**src/fmd_pkg.sv**
```systemverilog
// ----------------------------------------------------------------------------
// fmd_pkg
// Shared types and constants of the frame motion detector: register map,
// configuration record, controller states and controller/datapath buses.
// ----------------------------------------------------------------------------
package fmd_pkg;

  // APB address width: five 32-bit registers at byte addresses 4*i
  localparam int unsigned APB_ADDR_W = 5;
  localparam int unsigned APB_DATA_W = 32;

  // Register indexes (paddr[4:2])
  typedef enum logic [2:0] {
    REG_FEEDBACK  = 3'd0,
    REG_GAIN      = 3'd1,
    REG_THRESHOLD = 3'd2,
    REG_BINARY    = 3'd3,
    REG_INVERT    = 3'd4
  } reg_index_t;

  localparam logic [15:0] FEEDBACK_RESET  = 16'd0;
  localparam logic [15:0] GAIN_RESET      = 16'd256;
  localparam logic [8:0]  THRESHOLD_RESET = 9'd0;

  // Output levels and rounding constant
  localparam logic [7:0]  LEVEL_HIGH = 8'd255;
  localparam logic [7:0]  LEVEL_LOW  = 8'd0;
  localparam logic [33:0] ROUND_HALF = 34'd32768;
  localparam logic [16:0] ONE_Q16    = 17'd65536;

  // Configuration record
  typedef struct packed {
    logic [15:0] feedback_coeff;
    logic [15:0] diff_gain;
    logic [8:0]  motion_threshold;
    logic        binary_mode;
    logic        invert_mode;
  } cfg_t;

  // Controller states
  typedef enum logic [3:0] {
    ST_CLEAR,
    ST_IDLE,
    ST_MOD,
    ST_BYPASS,
    ST_READ,
    ST_MULA,
    ST_MULB,
    ST_BLEND,
    ST_DIFF,
    ST_MULC,
    ST_OUT
  } state_t;

  // Shared multiplier operand selection
  typedef enum logic [1:0] {
    MUL_SAMPLE,
    MUL_OLD,
    MUL_GAIN
  } mul_sel_t;

  // Store write data selection
  typedef enum logic {
    WR_SAMPLE,
    WR_BLEND
  } wr_sel_t;

  typedef struct packed {
    logic     load_in;
    logic     mod_step;
    logic     clr_start;
    logic     clr_write;
    logic     rd_en;
    logic     mul_en;
    mul_sel_t mul_sel;
    logic     acc_en;
    logic     new_en;
    logic     diff_en;
    logic     wr_en;
    wr_sel_t  wr_sel;
    logic     load_out;
  } cmd_t;

  typedef struct packed {
    logic mod_done;
    logic bypass;
    logic out_busy;
    logic clr_last;
  } status_t;

endpackage

```
**src/fmd_ctrl.sv**
```systemverilog
// ----------------------------------------------------------------------------
// fmd_ctrl
// Controller of the frame motion detector: sequences the clear sweep, the
// slot reduction, the blend and the output load for one item at a time.
// ----------------------------------------------------------------------------
module fmd_ctrl (
  input  logic              clk,
  input  logic              rst,
  input  logic              in_valid,
  output logic              in_ready,
  input  logic              req_type,
  input  fmd_pkg::status_t  status,
  output fmd_pkg::cmd_t     cmd
);
  import fmd_pkg::*;

  state_t state;
  state_t state_next;
  logic   accept;

  assign in_ready = (state == ST_IDLE);
  assign accept   = in_valid && in_ready;

  // State register: sweep the store after reset
  always_ff @(posedge clk) begin
    if (rst) begin
      state <= ST_CLEAR;
    end else begin
      state <= state_next;
    end
  end

  // Next state
  always_comb begin
    state_next = state;
    case (state)
      ST_CLEAR: begin
        if (status.clr_last) state_next = ST_IDLE;
      end
      ST_IDLE: begin
        if (accept) state_next = req_type ? ST_CLEAR : ST_MOD;
      end
      ST_MOD: begin
        if (status.mod_done) state_next = status.bypass ? ST_BYPASS : ST_READ;
      end
      ST_BYPASS: state_next = ST_OUT;
      ST_READ:   state_next = ST_MULA;
      ST_MULA:   state_next = ST_MULB;
      ST_MULB:   state_next = ST_BLEND;
      ST_BLEND:  state_next = ST_DIFF;
      ST_DIFF:   state_next = ST_MULC;
      ST_MULC:   state_next = ST_OUT;
      ST_OUT: begin
        if (!status.out_busy) state_next = ST_IDLE;
      end
      default:   state_next = ST_IDLE;
    endcase
  end

  // Commands
  always_comb begin
    cmd           = '0;
    cmd.mul_sel   = MUL_SAMPLE;
    cmd.wr_sel    = WR_BLEND;
    cmd.load_in   = accept;
    cmd.clr_start = accept && req_type;
    case (state)
      ST_CLEAR:  cmd.clr_write = 1'b1;
      ST_MOD:    cmd.mod_step  = !status.mod_done;
      ST_BYPASS: begin
        cmd.wr_en  = 1'b1;
        cmd.wr_sel = WR_SAMPLE;
      end
      ST_READ:   cmd.rd_en = 1'b1;
      ST_MULA: begin
        cmd.mul_en  = 1'b1;
        cmd.mul_sel = MUL_SAMPLE;
      end
      ST_MULB: begin
        cmd.mul_en  = 1'b1;
        cmd.mul_sel = MUL_OLD;
        cmd.acc_en  = 1'b1;
      end
      ST_BLEND:  cmd.new_en = 1'b1;
      ST_DIFF: begin
        cmd.diff_en = 1'b1;
        cmd.wr_en   = 1'b1;
        cmd.wr_sel  = WR_BLEND;
      end
      ST_MULC: begin
        cmd.mul_en  = 1'b1;
        cmd.mul_sel = MUL_GAIN;
      end
      ST_OUT:    cmd.load_out = !status.out_busy;
      default: ;
    endcase
  end

endmodule

```
**config.mk**
```make
export PLATFORM = sky130hd
export DESIGN_NAME = fmd_ctrl
export DESIGN_NICKNAME = d
export VERILOG_FILES = /design/src/fmd_pkg.sv /design/src/fmd_ctrl.sv
export SDC_FILE = /design/constraint.sdc
export NUM_CORES = 1
export LEC_CHECK = 0
export ABC_AREA = 1
export BUFFER_PORTS_ARGS = -buffer_cell sky130_fd_sc_hd__clkbuf_2
export CORE_AREA = 5 5 42 44
export DETAILED_ROUTE_END_ITERATION = 10
export DIE_AREA = 0 0 47 49
export PLACE_DENSITY = 0.71
export REMOVE_ABC_BUFFERS = 1
export SLEW_MARGIN = 20
export SYNTH_ARGS = -nofsm -noshare
export SYNTH_HDL_FRONTEND = slang
export SYNTH_SLANG_ARGS = --single-unit
```
**constraint.sdc**
```tcl
create_clock -name clk -period 1 [get_ports clk]
set_input_delay 0.2 -clock clk [delete_from_list [all_inputs] [get_ports clk]]
set_output_delay 0.2 -clock clk [all_outputs]
set_load 0.05 [all_outputs]
```
==> key figures <==
Clock network
  • Sink count of the clock tree: 4
  • Level count of the clock H-tree: 1
  • Number of clock buffers inserted by TritonCTS: 3
  • Clk slew on worst S/H paths: 0.03 ns
  • Hold_buf cts: 0
  • CTS tree: yes
  • Clk Latency, worst-skew pair: 0.23 ns
  • Deepest clock path buffer count: 2
  • Clock root buffer: sky130_fd_sc_hd__clkbuf_4

Timing
  • Period utilization: 146%
  • Worst slew slack as a fraction of its limit: 85.1%
  • Fin Clk Skew: roughly 0.0021 ns
  • Setup repair after global routing missed its margin: yes
  • Worst hold slack: between 0.15 and 0.2 ns
  • Final Hold Vio Count: 0
  • Maximum achievable frequency: 0.683 GHz
  • Final Setup Violations: 19
  • Final-report max-slew violation count: 0
  • Post-route setup TNS: -6.47 ns
  • Final critical-path required period: around 1.5 ns
  • Smallest setup slack after layout: -0.464 ns
  • Slew at the pin closest to its max-slew limit: between 0.2 and 0.25 ns

Final layout
  • Registers with the most flip-flops: state (4)
  • Layout cells sized above 1: 70.4%
  • Final standard cell area without fillers: between 1000 and 1500 µm²
  • Register ranked first by flip-flop count: state
  • # diodes: 0
  • Layout overhead on the synthesized area: 160%
  • Final core utilization: 72.1%
  • Post-route insts no fill: 131
  • Layout net count: around 130
  • Number of filler instances in the final layout: 105
  • Flip-flop count of the largest register, all copies and words added: 4

Yosys
  • Post-synthesis sequential element count: 4
  • Distinct cells, synth: 16
  • Post-synthesis cell area: between 300 and 400 µm²
  • Fraction of post-synthesis cell area in the top cell type by area: between 20% and 30%
  • Count of flip-flops with a built-in enable after synthesis: 0
  • Instance count of the mapped netlist: 73
  • Post-Syn Area per Cell: 5.33 µm²
  • Sequential cell area fraction in the yosys report: 20.6%
  • Count of warnings emitted by yosys: 0
  • Most used standard cells in the synthesized netlist: 16 x sky130_fd_sc_hd__inv_1, 15 x sky130_fd_sc_hd__nand2_1, 13 x sky130_fd_sc_hd__nor2_1
  • Share of synthesized registers carrying an async set or reset: 0%
  • Main flop type after synthesis: sky130_fd_sc_hd__dfxtp_1
  • Count leader, synth: sky130_fd_sc_hd__inv_1
  • Biggest area contributors in the synthesized netlist: sky130_fd_sc_hd__dfxtp_1 21%, sky130_fd_sc_hd__inv_1 15%, sky130_fd_sc_hd__nand2_1 14%
  • Area leader, netlist: sky130_fd_sc_hd__dfxtp_1

Worst setup path
  • Critical Setup Path Class: flop to output port
  • RR Endpoint: state[2]$_SDFFE_PP0P_
  • CP cell instances: nor2_2 -> inv_2 -> o21ai_0 -> buf_4
  • Buf+Inv Stages, Crit Path: 2
  • CP endpoint kind: output port
  • RR Startpoint: state[2]$_SDFFE_PP0P_
  • Critical Path Max Stage Delay: 0.36 ns
  • Data required, critical path: 0.80 ns
  • Maximum fanout along the worst path: 5
  • Setup slack of the worst register-to-register path: -0.29 ns
  • Kind of start point of the critical path: flop
  • Slowest library cell on the worst path: sky130_fd_sc_hd__dfxtp_4
  • Critical Path AT: around 1.3 ns
  • Cell depth of the worst flop-to-flop path: 8
  • Crit-path leading delay family: flip-flops

Run status
  • Run status: finished, violations left
  • Failing checks: negative setup slack

Power
  • Power Total: ~2.2 mW
  • Leakage power figure: 0.463 nW
  • Worst vdd ir: 1500 µV
  • Cell area power density: ~2200 nW/µm²

Flow run
  • Max_cap viols: 0

Floorplan
  • Initial Utilization: 27.8%
  • Chip Height: 49 µm
  • Number of top-level design ports: 23
  • Die outline area: 2300 µm²
  • Placeable core region: roughly 1400 µm²
  • Die width: about 47 µm
  • Cell row count: 14

Detailed routing
  • Total via count in the routed design: 620
  • DRC errors left: 0
  • DRT iter0 DRCs: 10
  • Detailed Routing Iterations Pass 1: 4
  • Ratio of routed vias to standard cells: 4.73
  • Wire length per cell after detailed routing: 13.6 µm
  • Final ANT Viol Nets: 0
  • Wirelength, routed: about 1.8 mm

Hold path
  • Type of the worst min-delay path: input port to flop
  • Endpoint of the worst hold-timing path: state[3]$_SDFFE_PP0P_
  • Min-Delay Startpoint: rst
  • Worst hold path stage count: 2

Global routing
  • Antenna violations before repair: 0
  • Overall track demand over capacity in global routing: 14.3%
  • Via count of the first global-routing pass: 603
  • Congestion Overflow GR: 0
  • Wire length of the first global-routing pass: 2.45 mm
  • Pin count of the biggest net entering global routing: 7

Place
  • Final estimated routing congestion in global placement: ~0.80
  • Worst Setup Slack post-DPL: -0.329 ns
  • Count of input and output buffers: 22
  • Post-Place Cell Area: between 700 and 800 µm²
  • Number of placed instances with taps included: 125
  • Sum of net half-perimeters after detailed placement: 1.10 mm
==> how the worst max path moves through the flow <==
stage,startpoint,endpoint,slack [ns],cells after the start
3_3_place_gp,state[0]$_SDFFE_PP0P_,cmd[11],-0.29,5
3_5_place_dp,state[2]$_SDFFE_PP0P_,cmd[6],-0.33,5
5_1_grt,state[1]$_SDFFE_PP0P_,cmd[2],-0.58,4
2_1_floorplan,state[0]$_SDFFE_PP0P_,cmd[11],-1.35,4
6_report,state[1]$_SDFFE_PP0P_,cmd[2],-0.46,4
4_1_cts,state[3]$_SDFFE_PP0P_,cmd[11],-0.45,6
==> layout by cell type (no fill, tap or decap) <==
cell,instances
sky130_fd_sc_hd__a21oi_1,3
sky130_fd_sc_hd__buf_6,5
sky130_fd_sc_hd__dfxtp_4,4
sky130_fd_sc_hd__o21ai_0,2
sky130_fd_sc_hd__nor2_4,11
sky130_fd_sc_hd__o21ai_2,1
sky130_fd_sc_hd__nor2_2,3
sky130_fd_sc_hd__buf_8,5
sky130_fd_sc_hd__nand2_1,10
sky130_fd_sc_hd__o211ai_1,1
sky130_fd_sc_hd__nor2_1,3
sky130_fd_sc_hd__inv_2,6
sky130_fd_sc_hd__nand3_2,1
sky130_fd_sc_hd__buf_12,6
sky130_fd_sc_hd__nand3_4,1
sky130_fd_sc_hd__clkbuf_2,7
sky130_fd_sc_hd__nand3b_1,2
sky130_fd_sc_hd__nand2_2,5
sky130_fd_sc_hd__nand3_1,3
sky130_fd_sc_hd__buf_4,16
sky130_fd_sc_hd__o21bai_1,1
sky130_fd_sc_hd__inv_4,4
sky130_fd_sc_hd__nor3_4,1
sky130_fd_sc_hd__clkbuf_4,3
sky130_fd_sc_hd__clkbuf_16,1
sky130_fd_sc_hd__o22ai_1,2
sky130_fd_sc_hd__inv_1,7
sky130_fd_sc_hd__nor3_2,1
==> worst register-to-register path, stage by stage, from the launching register on <==
cell                      delay [ns]
sky130_fd_sc_hd__dfxtp_4        0.38
sky130_fd_sc_hd__inv_4          0.05
sky130_fd_sc_hd__nor2_4         0.15
sky130_fd_sc_hd__inv_4          0.09
sky130_fd_sc_hd__buf_4          0.14
sky130_fd_sc_hd__buf_4          0.12
sky130_fd_sc_hd__o22ai_1        0.15
sky130_fd_sc_hd__nand2_1        0.07
sky130_fd_sc_hd__nor2_1         0.08
==> layer usage <==
metal,up-vias,GRT usage [%],share of wire [%]
li1,311,-,-
met1,287,15.1,36
met2,18,24.7,56
met3,4,2.58,4.2
met4,0,8.29,3.1
met5,-,0,0
==> cell families (layout without fill, tap and decap cells) <==
logic type      after synthesis  count (layout)  synth area share, %
buf+inv                      18              60                 18.3
compound gates               10              10                 14.8
simple gates                 41              41                 46.3
flops                         4               4                 20.6
==> area by class of cell <==
class	instances	area, µm²	share of cell area (%)
Timing Repair Buffer	40	432	42.7
Tap cell	16	20.0	1.98
Sequential cell	4	95.1	9.41
Clock buffer	3	22.5	2.23
Multi-Input combinational cell	51	368	36.4
Inverter	17	73.8	7.30
==> timing repair <==
item	CTS	global route
hold endpoints to repair	0	0
gates resized for setup	46	37
endpoints found under the setup margin	19	19
setup buffers	1	2
pin swaps	3	5
==> power by group <==
| part | total (mW) | switching, mW | internal [mW] | leakage, nW |
|---|---|---|---|---|
| combinational | 1.71 | 0.985 | 0.728 | 0.414 |
| sequential | 0.307 | 0.0905 | 0.217 | 0.0355 |
| clock | 0.189 | 0.0560 | 0.133 | 0.0138 |
| total | 2.21 | 1.13 | 1.08 | 0.463 |
Power figures use the tool's default switching activity.
