<file path="src/fmd_pkg.sv">
// ----------------------------------------------------------------------------
// fmd_pkg
// Shared types and constants of the frame motion detector: register map,
// configuration record, controller states and controller/datapath buses.
// ----------------------------------------------------------------------------
package fmd_pkg;

  // APB address width: five 32-bit registers at byte addresses 4*i
  localparam int unsigned APB_ADDR_W = 5;
  localparam int unsigned APB_DATA_W = 32;

  // Register indexes (paddr[4:2])
  typedef enum logic [2:0] {
    REG_FEEDBACK  = 3'd0,
    REG_GAIN      = 3'd1,
    REG_THRESHOLD = 3'd2,
    REG_BINARY    = 3'd3,
    REG_INVERT    = 3'd4
  } reg_index_t;

  localparam logic [15:0] FEEDBACK_RESET  = 16'd0;
  localparam logic [15:0] GAIN_RESET      = 16'd256;
  localparam logic [8:0]  THRESHOLD_RESET = 9'd0;

  // Output levels and rounding constant
  localparam logic [7:0]  LEVEL_HIGH = 8'd255;
  localparam logic [7:0]  LEVEL_LOW  = 8'd0;
  localparam logic [33:0] ROUND_HALF = 34'd32768;
  localparam logic [16:0] ONE_Q16    = 17'd65536;

  // Configuration record
  typedef struct packed {
    logic [15:0] feedback_coeff;
    logic [15:0] diff_gain;
    logic [8:0]  motion_threshold;
    logic        binary_mode;
    logic        invert_mode;
  } cfg_t;

  // Controller states
  typedef enum logic [3:0] {
    ST_CLEAR,
    ST_IDLE,
    ST_MOD,
    ST_BYPASS,
    ST_READ,
    ST_MULA,
    ST_MULB,
    ST_BLEND,
    ST_DIFF,
    ST_MULC,
    ST_OUT
  } state_t;

  // Shared multiplier operand selection
  typedef enum logic [1:0] {
    MUL_SAMPLE,
    MUL_OLD,
    MUL_GAIN
  } mul_sel_t;

  // Store write data selection
  typedef enum logic {
    WR_SAMPLE,
    WR_BLEND
  } wr_sel_t;

  typedef struct packed {
    logic     load_in;
    logic     mod_step;
    logic     clr_start;
    logic     clr_write;
    logic     rd_en;
    logic     mul_en;
    mul_sel_t mul_sel;
    logic     acc_en;
    logic     new_en;
    logic     diff_en;
    logic     wr_en;
    wr_sel_t  wr_sel;
    logic     load_out;
  } cmd_t;

  typedef struct packed {
    logic mod_done;
    logic bypass;
    logic out_busy;
    logic clr_last;
  } status_t;

endpackage

</file>
<file path="src/fmd_regs.sv">
// ----------------------------------------------------------------------------
// fmd_regs
// APB configuration registers of the frame motion detector.
// ----------------------------------------------------------------------------
module fmd_regs (
  input  logic                            clk,
  input  logic                            rst,
  input  logic                            psel,
  input  logic                            penable,
  input  logic                            pwrite,
  input  logic [fmd_pkg::APB_ADDR_W-1:0]  paddr,
  input  logic [fmd_pkg::APB_DATA_W-1:0]  pwdata,
  output logic [fmd_pkg::APB_DATA_W-1:0]  prdata,
  output logic                            pready,
  output fmd_pkg::cfg_t                   cfg
);
  import fmd_pkg::*;

  logic       wr_fire;
  reg_index_t index;

  assign pready  = 1'b1;
  assign wr_fire = psel && penable && pwrite && pready;
  assign index   = reg_index_t'(paddr[4:2]);

  // Write registers on the access phase
  always_ff @(posedge clk) begin
    if (rst) begin
      cfg.feedback_coeff   <= FEEDBACK_RESET;
      cfg.diff_gain        <= GAIN_RESET;
      cfg.motion_threshold <= THRESHOLD_RESET;
      cfg.binary_mode      <= 1'b0;
      cfg.invert_mode      <= 1'b0;
    end else if (wr_fire) begin
      case (index)
        REG_FEEDBACK:  cfg.feedback_coeff   <= pwdata[15:0];
        REG_GAIN:      cfg.diff_gain        <= pwdata[15:0];
        REG_THRESHOLD: cfg.motion_threshold <= pwdata[8:0];
        REG_BINARY:    cfg.binary_mode      <= pwdata[0];
        REG_INVERT:    cfg.invert_mode      <= pwdata[0];
        default: ;
      endcase
    end
  end

  // Read back
  always_comb begin
    case (index)
      REG_FEEDBACK:  prdata = APB_DATA_W'(cfg.feedback_coeff);
      REG_GAIN:      prdata = APB_DATA_W'(cfg.diff_gain);
      REG_THRESHOLD: prdata = APB_DATA_W'(cfg.motion_threshold);
      REG_BINARY:    prdata = APB_DATA_W'(cfg.binary_mode);
      REG_INVERT:    prdata = APB_DATA_W'(cfg.invert_mode);
      default:       prdata = '0;
    endcase
  end

endmodule

</file>
<file path="config.mk">
export PLATFORM = sky130hd
export DESIGN_NAME = fmd_regs
export DESIGN_NICKNAME = d
export VERILOG_FILES = /design/src/fmd_pkg.sv /design/src/fmd_regs.sv
export SDC_FILE = /design/constraint.sdc
export NUM_CORES = 1
export LEC_CHECK = 0
export ABC_AREA = 1
export BUFFER_PORTS_ARGS = -buffer_cell sky130_fd_sc_hd__buf_2
export CAP_MARGIN = 25
export CORE_ASPECT_RATIO = 1.1
export CORE_UTILIZATION = 48
export DETAILED_ROUTE_END_ITERATION = 12
export PLACE_DENSITY = 0.85
export SETUP_SLACK_MARGIN = 0.05
export SLEW_MARGIN = 20
export SYNTH_ARGS = -nofsm -noshare
export SYNTH_HDL_FRONTEND = slang
export SYNTH_SLANG_ARGS = --single-unit
</file>
<file path="constraint.sdc">
create_clock -name clk -period 2.6 [get_ports clk]
set_input_delay 0.52 -clock clk [delete_from_list [all_inputs] [get_ports clk]]
set_output_delay 0.52 -clock clk [all_outputs]
set_load 0.02 [all_outputs]
</file>
==> results.yml, run 1 <==
setup_path:
  r2r_start: "cfg[14]"
  critPathArrivalTime_ns: 1.60
  crit_fanout: 17
  cpMaxStageDelayCell: "nor2_4"
  path_cells: "buf_2, inv_2, nand2_1, nor2_4, nand2_1, nand3_1, buf_2"
  crit_start: "paddr[4]"
  reg2reg_slack_ns: 1.97
  slowest_delay_ns: 0.34
  critPathLaunchType: "input pin"
  worstSetupPathType: "in2out"
  crit_path_end_kind: "output port"
  cp.required_ns: 2.08
global_routing:
  track_usage_pct: 22.4
  antenna_found_initial: 0
  grt_max_degree: 44
  first_global_vias: 1875
  grt_pass1_wl_um: 8360
  gr-total-overflow: 0
detailed_routing:
  drt_iter0_markers: 109
  topRoutingLayerUsed: "met4"
  final_antenna_net_count: 0
  met1Wirelength_um: 2280
  routed-wl-met3_um: 258
  wl_per_cell_um: 10.9
  drc_errors: 0
  dr_wl_met2_um: 2670
  wl_um: 5270
  drtPass1Iterations: 4
  via_per_inst: 4.70
  vias: 2267
synth:
  synthSimpleGateAreaFrac_pct: 46.4
  synth_top_family_by_area: "simple AND/OR/NAND/NOR gates"
  synth-seq-cells: 43
  ys_warn_count: 0
  muxShareOfSynthArea_pct: 0
  synth_compound_area_share_pct: 0.673
  ys_types: 18
  post_synth_xor_area_fraction_pct: 0
  avgSynthCellArea_um2: 6.33
  ys_seq_area_share_pct: 38.6
  netlist_instances: 352
  synth_fa_ha_area_share_pct: 0
  syn_area_um2: 2230
final_layout:
  n_antenna_cell: 0
  final_area_um2: 2700
  fillers: 444
  final_nets: 469
  largest_register_ffs: 43
  largest_register: "cfg"
  largest_registers: "cfg: 43 flops"
  drive_gt1_share_pct: 24.8
  syn_to_final_growth_pct: 20.9
timing:
  grt_setup_unrepaired: "false"
  min_period_over_period_pct: 81.5
  setup_tns_ns: 0
  layout_min_cycle_time_ns: 2.12
  hold_viol_final: 0
  hold_ws_ns: 0.486
  setup_violations: 0
  setup_slack_ns: 0.481
  fmax_mhz: 472
  finalClockSkew_ns: 0
  finalMaxSlewViolations: 0
clock_tree:
  clock_latency_ns: 0.28
  cts_hold_buf: 0
  cts-htree-levels: 2
  cts_made_buffers: 5
  clkTransAtPathRegs_ns: 0.07
  cts_tree: "done"
  post_cts_buffers: 0
  cts.repair.resized: 0
  clock-sinks: 43
  root_buffer: "clkbuf_8"
  ctsLongestPathBuffers: 2
floorplanning:
  die_area_um2: 4920
  rows: 25
  die_y_um: 73.5
  initial_utilization_pct: 50.9
  core_area_um2: 4380
  io_pins: 118
  die_x_um: 67.0
pwr:
  p_int_uw: 956
  switching_share_pct: 25.9
  p_switching_uw: 334
  power.share.clock_pct: 35.3
  power_frac_comb_pct: 12.6
  ir_drop_mv: 0.324
  sequentialPowerShare_pct: 52.1
  p_total_mw: 1.29
  powerDensity_nw_per_um2: 478
  leakagePower_nw: 1.43
placed_design:
  hpwl_um: 3550
  post-place-ws_ns: 0.479
  gp_congestion: 0.890
  dpl-instance-area_um2: 2600
  io_buffer_count: 82
status:
  status: "finished clean"
job:
  maxCapViolCount: 0
min_path:
  hp-class: "in2reg"
  min-delay-start: "pwdata[8]"
## cells by family (layout without fill, tap and decap cells)
kind of cell    Yosys count  after routing
compound gates            3              3
other cells               2             17
buf+inv                  58            119
simple gates            246            246
flops                    43             43
## cells in the mapped netlist, drive strengths merged
library cell | n | area (um^2)
conb | 2 | 7.51
dfxtp | 43 | 861
nand4 | 1 | 6.26
nor2 | 94 | 380
nand3 | 56 | 290
clkinv | 2 | 7.51
buf | 30 | 208
o21ai | 2 | 10.0
nand2 | 95 | 357
a21oi | 1 | 5.00
clkbuf | 4 | 15.0
inv | 22 | 82.6
## path summary, 6_finish.rpt
path / to / depth (start not counted)
worst max register to register: cfg[14] / 2
worst min-delay path: cfg[19] / 3
worst max-delay path: prdata[8] / 7
worst min register to register: cfg[35] / 2
## power by group through the flow
stage / registers (mW) / logic (mW) / clock network [mW]
after floorplan: 0.698 / 0.121 / 0
after detailed placement: 0.688 / 0.161 / 0
final: 0.673 / 0.162 / 0.455
after CTS: 0.673 / 0.162 / 0.468
after global placement: 0.688 / 0.158 / 0
after global routing: 0.674 / 0.180 / 0.493
## placed cells by master (no fill, tap or decap), drive strengths merged
cell,instances
nand2,95
nand3,56
o21ai,2
dfxtp,43
clkinv,2
conb,17
a21oi,1
clkbuf,8
nand4,1
nor2,94
buf,87
inv,22
## worst max-delay path: cells and delay by family
kind          cells  cell delay [ns]
simple gates      4             0.65
buf+inv           3             0.42
## metrics by stage
| stage | utilization [%] | cells |
|---|---|---|
| final | 61.6 | 482 |
| after floorplan | - | 367 |
| after global placement | 59.3 | 474 |
| after CTS | 61.6 | 482 |
| after global routing | 61.6 | 482 |
| after detailed placement | 59.3 | 474 |
## routing by layer
layer  vias up  track usage [%]
li1       1192                -
met2        64             40.3
met5         -                0
met1      1002             26.2
met4         0             6.15
met3         9             5.43
## area by class of cell
type | count | area, um^2 | area share [%]
clock buffers | 8 | 100 | 3.71
inverters | 24 | 90.1 | 3.34
repair buffers | 87 | 460 | 17.1
flip-flops and latches | 43 | 861 | 31.9
well taps | 54 | 67.6 | 2.51
multi-input cells | 266 | 1120 | 41.4
No activity file was read; power rests on OpenSTA's default activity.
==> run 2: changes to the inputs <==
- CORE_UTILIZATION: 48 -> 41
- PLACE_DENSITY: 0.85 -> 0.77
- clock period: 2.6 -> 1.79 ns (I/O delays scaled with it)
==> run 2 against run 1 <==
  * Die area grew 17%
  * Setup slack lost 0.39 ns
  * Register-to-register slack lost 0.80 ns
  * Combinational power grew 60%
  * Utilization shrank 6.5 points
  * Critical path type unchanged
  * Largest cell class unchanged
  * Largest power group unchanged
  * Highest routed layer unchanged
==> results.yml, run 2 (same netlist as run 1, synthesis figures left out) <==
status:
  status: "finished clean"
floorplanning:
  core_area_um2: 5130
  die_x_um: 72.3
  initial_utilization_pct: 43.4
  io_pins: 118
  die_y_um: 79.3
  rows: 27
  die_area_um2: 5740
setup_path:
  worstSetupPathType: "in2out"
  cpMaxStageDelayCell: "buf_12"
  slowest_delay_ns: 0.17
  path_cells: "buf_2, inv_4, nand2_1, nor2_4, buf_12, nand2_1, nand3_1, buf_2"
  crit_fanout: 19
  cp.required_ns: 1.43
  critPathArrivalTime_ns: 1.34
  crit_path_end_kind: "output port"
  critPathLaunchType: "input pin"
pwr:
  leakagePower_nw: 1.48
  p_int_mw: 1.46
  sequentialPowerShare_pct: 49.9
  ir_drop_mv: 0.367
  switching_share_pct: 25.4
  power.share.clock_pct: 36.9
  p_switching_uw: 498
  powerDensity_nw_per_um2: 692
  power_frac_comb_pct: 13.2
global_routing:
  gr-total-overflow: 0
  use_met1_pct: 22.3
  track_usage_pct: 19.0
  grt_max_degree: 44
  antenna_found_initial: 0
  grt_pass1_wl_um: 8500
  use_met2_pct: 32.1
  grtUsageMet3_pct: 5.33
  first_global_vias: 1907
  busiest_layer: "met2"
detailed_routing:
  drtPass1Iterations: 4
  via_per_inst: 4.53
  vias: 2282
  wl_um: 5450
  drt_iter0_markers: 100
  final_antenna_net_count: 0
  wl_per_cell_um: 10.8
  drc_errors: 0
final_layout:
  largest_registers: "cfg: 43 flops"
  largest_register: "cfg"
  largest_register_ffs: 43
  n_antenna_cell: 0
  fillers: 514
  final_nets: 474
  final_area_um2: 2830
  layout.cells.non_filler: 504
  drive_gt1_share_pct: 25.5
  syn_to_final_growth_pct: 26.9
  final_common_cell: "nand2_1"
  final_cell_mix: "95 x nand2_1, 87 x nor2_1, 82 x buf_2"
timing:
  finalClockSkew_ns: 0
  min_period_over_period_pct: 94.6
  layout_min_cycle_time_ns: 1.69
  hold_viol_final: 0
  grt_setup_unrepaired: "false"
  setup_tns_ns: 0
  finalMaxSlewViolations: 0
  fmax_mhz: 590
  setup_violations: 0
placed_design:
  hpwl_um: 3590
  io_buffer_count: 82
  dpl-instance-area_um2: 2680
  gp_congestion: 0.848
  placedCellCount: 495
clock_tree:
  clock_latency_ns: 0.29
  cts_tree: "done"
  clock-sinks: 43
  clkTransAtPathRegs_ns: 0.07
  root_buffer: "clkbuf_8"
  ctsLongestPathBuffers: 2
  cts_made_buffers: 5
  cts-htree-levels: 2
  cts_hold_buf: 0
min_path:
  hp-class: "in2reg"
job:
  maxCapViolCount: 0
[run 2: critical path: cells and delay by family]
kind,cells,cell delay (ns)
buffers and inverters,4,0.58
and+or+nand+nor,4,0.40
[run 2: final timing paths]
check                               start   endpoint  slack (ns)  depth (start not counted)
worst max-delay path             paddr[4]  prdata[8]         0.1                          8
worst min-delay path            pwdata[8]    cfg[19]        0.31                          3
worst max register to register    cfg[19]    cfg[19]        1.17                          2
worst min register to register    cfg[34]    cfg[34]        0.50                          2
[run 2: per-layer routing]
layer	share of wire (%)	wire (um)	vias to the layer above
met5	0	0	-
met4	1.1	61	0
met3	5.8	317	4
met2	47	2580	81
met1	46	2490	992
li1	-	-	1205
[run 2: area by class of cell]
| cell class | count | area [um^2] | share of cell area (%) |
|---|---|---|---|
| clock buffer | 6 | 72.6 | 2.56 |
| timing repair buffer | 92 | 557 | 19.7 |
| clock inverter | 1 | 30.0 | 1.06 |
| inverter | 24 | 92.6 | 3.27 |
| sequential | 43 | 861 | 30.4 |
| multi-input combinational | 266 | 1130 | 39.8 |
| tap | 72 | 90.1 | 3.18 |
[run 2: stage by stage]
| stage | util, % | setup WS (ns) | hold slack (ns) | power [mW] |
|---|---|---|---|---|
| 6_report | 55.1 | 0.0959 | 0.311 | 1.96 |
| 5_1_grt | 55.1 | 0.0355 | 0.320 | 2.05 |
| 4_1_cts | 54.2 | 0.0734 | 0.308 | 1.96 |
| 3_5_place_dp | 52.2 | 0.0823 | 0.486 | 1.25 |
| 3_3_place_gp | 52.2 | 0.0872 | 0.483 | 1.24 |
| 2_1_floorplan | - | 0.325 | 0.484 | 1.19 |
[run 2: repair_timing]
item / in CTS / in global routing
resized for setup: 0 / 4
buffers inserted: 0 / 1
endpoints found under the setup margin: 0 / 8
[run 2: power groups by stage]
stage               combinational (mW)  clock [mW]  sequential (mW)
floorplan                        0.176           0             1.01
global placement                 0.244           0            0.999
detailed placement               0.246           0             1.00
CTS                              0.247       0.740            0.977
global route                     0.286       0.783            0.979
finish                           0.259       0.723            0.977
==> run 3: changes to the inputs <==
- ABC_AREA: 1 -> unset
- PLACE_DENSITY: 0.77 -> 0.76
==> run 3 against run 2 <==
  * First-iteration DRC count decreased by 34%
  * Largest cell class unchanged
  * Clock power up 23%
  * Largest power group unchanged
  * Design area grew 1.1%
  * Global-route usage down 0.61 points
  * Count of clock-buffer cells in the layout stayed put
  * Final cell count shrank 22%
  * Setup slack better by 0.029 ns
  * Power increased by 5.7%
==> results.yml, run 3 <==
status:
  status: "finished clean"
floorplanning:
  io_pins: 118
  initial_utilization_pct: 42.5
  die_y_um: 80.4
  die_area_um2: 5890
  core_area_um2: 5400
  rows: 28
  die_x_um: 73.3
min_path:
  holdPathStages: 3
  hp-class: "in2reg"
timing:
  min_period_over_period_pct: 93.0
  finalClockSkew_ns: 0
  hold_viol_final: 0
  grt_setup_unrepaired: "false"
  setup_tns_ns: 0
  finalMaxSlewViolations: 0
  setup_violations: 0
  layout_min_cycle_time_ns: 1.67
  fmax_mhz: 600
global_routing:
  gr-total-overflow: 0
  first_global_vias: 1710
  antenna_found_initial: 0
  grt_pass1_wl_um: 8290
  grt_max_degree: 60
  track_usage_pct: 18.4
placed_design:
  hpwl_um: 3690
  io_buffer_count: 82
  gp_congestion: 0.729
  dpl-instance-area_um2: 2730
synth:
  syn_area_um2: 2290
  synth_most_common_cell: "mux2i_1"
  synth-seq-cells: 43
  ys_types: 24
  netlist_instances: 240
  synth_top_area_share_pct: 37.6
  synth_common_cells: "59 x mux2i_1, 58 x nand2b_1, 43 x dfxtp_1"
  synth_edf_count: 0
  ys_seq_area_share_pct: 37.6
  synth-main-ff-cell: "dfxtp_1"
  avgSynthCellArea_um2: 9.55
  async_flop_share_pct: 0
  synth_top_area_cell: "dfxtp_1"
  synth_area_leaders: "dfxtp_1 38%, mux2i_1 26%, nand2b_1 16%, buf_4 5.9%, a2bb2oi_1 3.1%"
  ys_warn_count: 0
final_layout:
  largest_registers: "cfg: 43 flops"
  drive_gt1_share_pct: 31.6
  final_cell_mix: "82 x buf_2, 59 x mux2i_1, 58 x nand2b_1"
  largest_register: "cfg"
  multiInputGateArea_um2: 1260
  final_area_um2: 2860
  final_common_cell: "buf_2"
  final_nets: 361
  largest_register_ffs: 43
  seqCellArea_um2: 861
  syn_to_final_growth_pct: 24.8
  n_antenna_cell: 0
  fillers: 534
clock_tree:
  root_buffer: "clkbuf_8"
  clkTransAtPathRegs_ns: 0.08
  post_cts_buffers: 0
  cts_made_buffers: 5
  cts_tree: "done"
  clock-sinks: 43
  ctsLongestPathBuffers: 2
  cts-htree-levels: 2
  cts_hold_buf: 0
  cts.repair.resized: 0
  clock_latency_ns: 0.29
detailed_routing:
  vias: 1850
  drt_iter0_markers: 66
  drtPass1Iterations: 4
  drc_errors: 0
  via_per_inst: 4.68
  final_antenna_net_count: 0
  wl_per_cell_um: 13.0
  wl_um: 5120
setup_path:
  critPathLaunchType: "input pin"
  path_cells: "buf_2, buf_12, mux2i_1, a2bb2oi_1, nor2_1, buf_2"
  cp.depth: 6
  crit_buf_inv: 3
  critPathTopFamily: "buffers and inverters"
  critPathArrivalTime_ns: 1.31
  cpMaxStageDelayCell: "mux2i_1"
  crit_path_end_kind: "output port"
  slowest_delay_ns: 0.22
  reg2reg_depth: 1
  cp_common_cell: "buf_2"
  worstSetupPathType: "in2out"
  crit_fanout: 13
  cp.required_ns: 1.43
pwr:
  leakagePower_nw: 1.50
  ir_drop_mv: 0.403
  p_total_mw: 2.07
  powerDensity_nw_per_um2: 724
job:
  maxCapViolCount: 0
-- run 3: cell types whose count changed after synthesis, moves of 3 or more --
cell / delta
a2bb2oi_1: +8
nor2_4: -3
inv_1: -19
nand2b_1: +58
inv_2: -3
nand3_1: -53
nand2_1: -92
nor2_1: -71
clkbuf_1: +6
mux2i_1: +59
buf_2: -5
-- run 3: stage by stage --
step,hold slack [ns],setup slack [ns],std cells,util (%)
after global placement,0.472,0.110,387,50.6
after floorplan,0.533,0.149,255,-
after detailed placement,0.479,0.114,387,50.6
after CTS,0.335,0.114,395,53.0
final,0.341,0.125,395,53.0
after global routing,0.348,0.0528,395,53.0
-- run 3: final cells by class --
type                    instances  share of cell area, %
clock buffers                   6                   2.54
clock inverters                 2                   2.10
repair buffers                 93                   18.1
multi-input cells             176                   43.9
well taps                      75                   3.28
flip-flops and latches         43                   30.1
-- run 3: cells by family after synthesis --
family,count (synthesis),share of synthesized area [%]
simple gates,89,22.2
compound gates,11,4.04
buf+inv,36,10.1
flops,43,37.6
mux,59,25.8
other cells,2,0.328
-- run 3: where the power goes --
part	switching, mW	internal [mW]
Clock	0.328	0.558
Combinational	0.127	0.0901
Sequential	0.00547	0.963
-- run 3: metal layers --
layer / wire, um / up-vias / part of all wire (%) / global-route usage, %
li1: - / 925 / - / -
met1: 2360 / 858 / 46 / 23.0
met2: 2430 / 65 / 47 / 30.8
met3: 312 / 2 / 6.1 / 4.77
met4: 15 / 0 / 0.29 / 5.19
met5: 0 / - / 0 / 0
-- run 3: path summary, 6_finish.rpt --
path / start / slack, ns / to
worst max-delay path: paddr[3] / 0.12 / prdata[4]
worst min-delay path: pwdata[10] / 0.34 / cfg[37]
worst max register to register: cfg[19] / 1.10 / cfg[19]
worst min register to register: cfg[27] / 0.49 / cfg[27]
-- run 3: worst min-delay path, delay by kind of cell --
kind	cells	cell delay (ns)
simple gates	1	0.07
mux	1	0.06
buf+inv	1	0.10
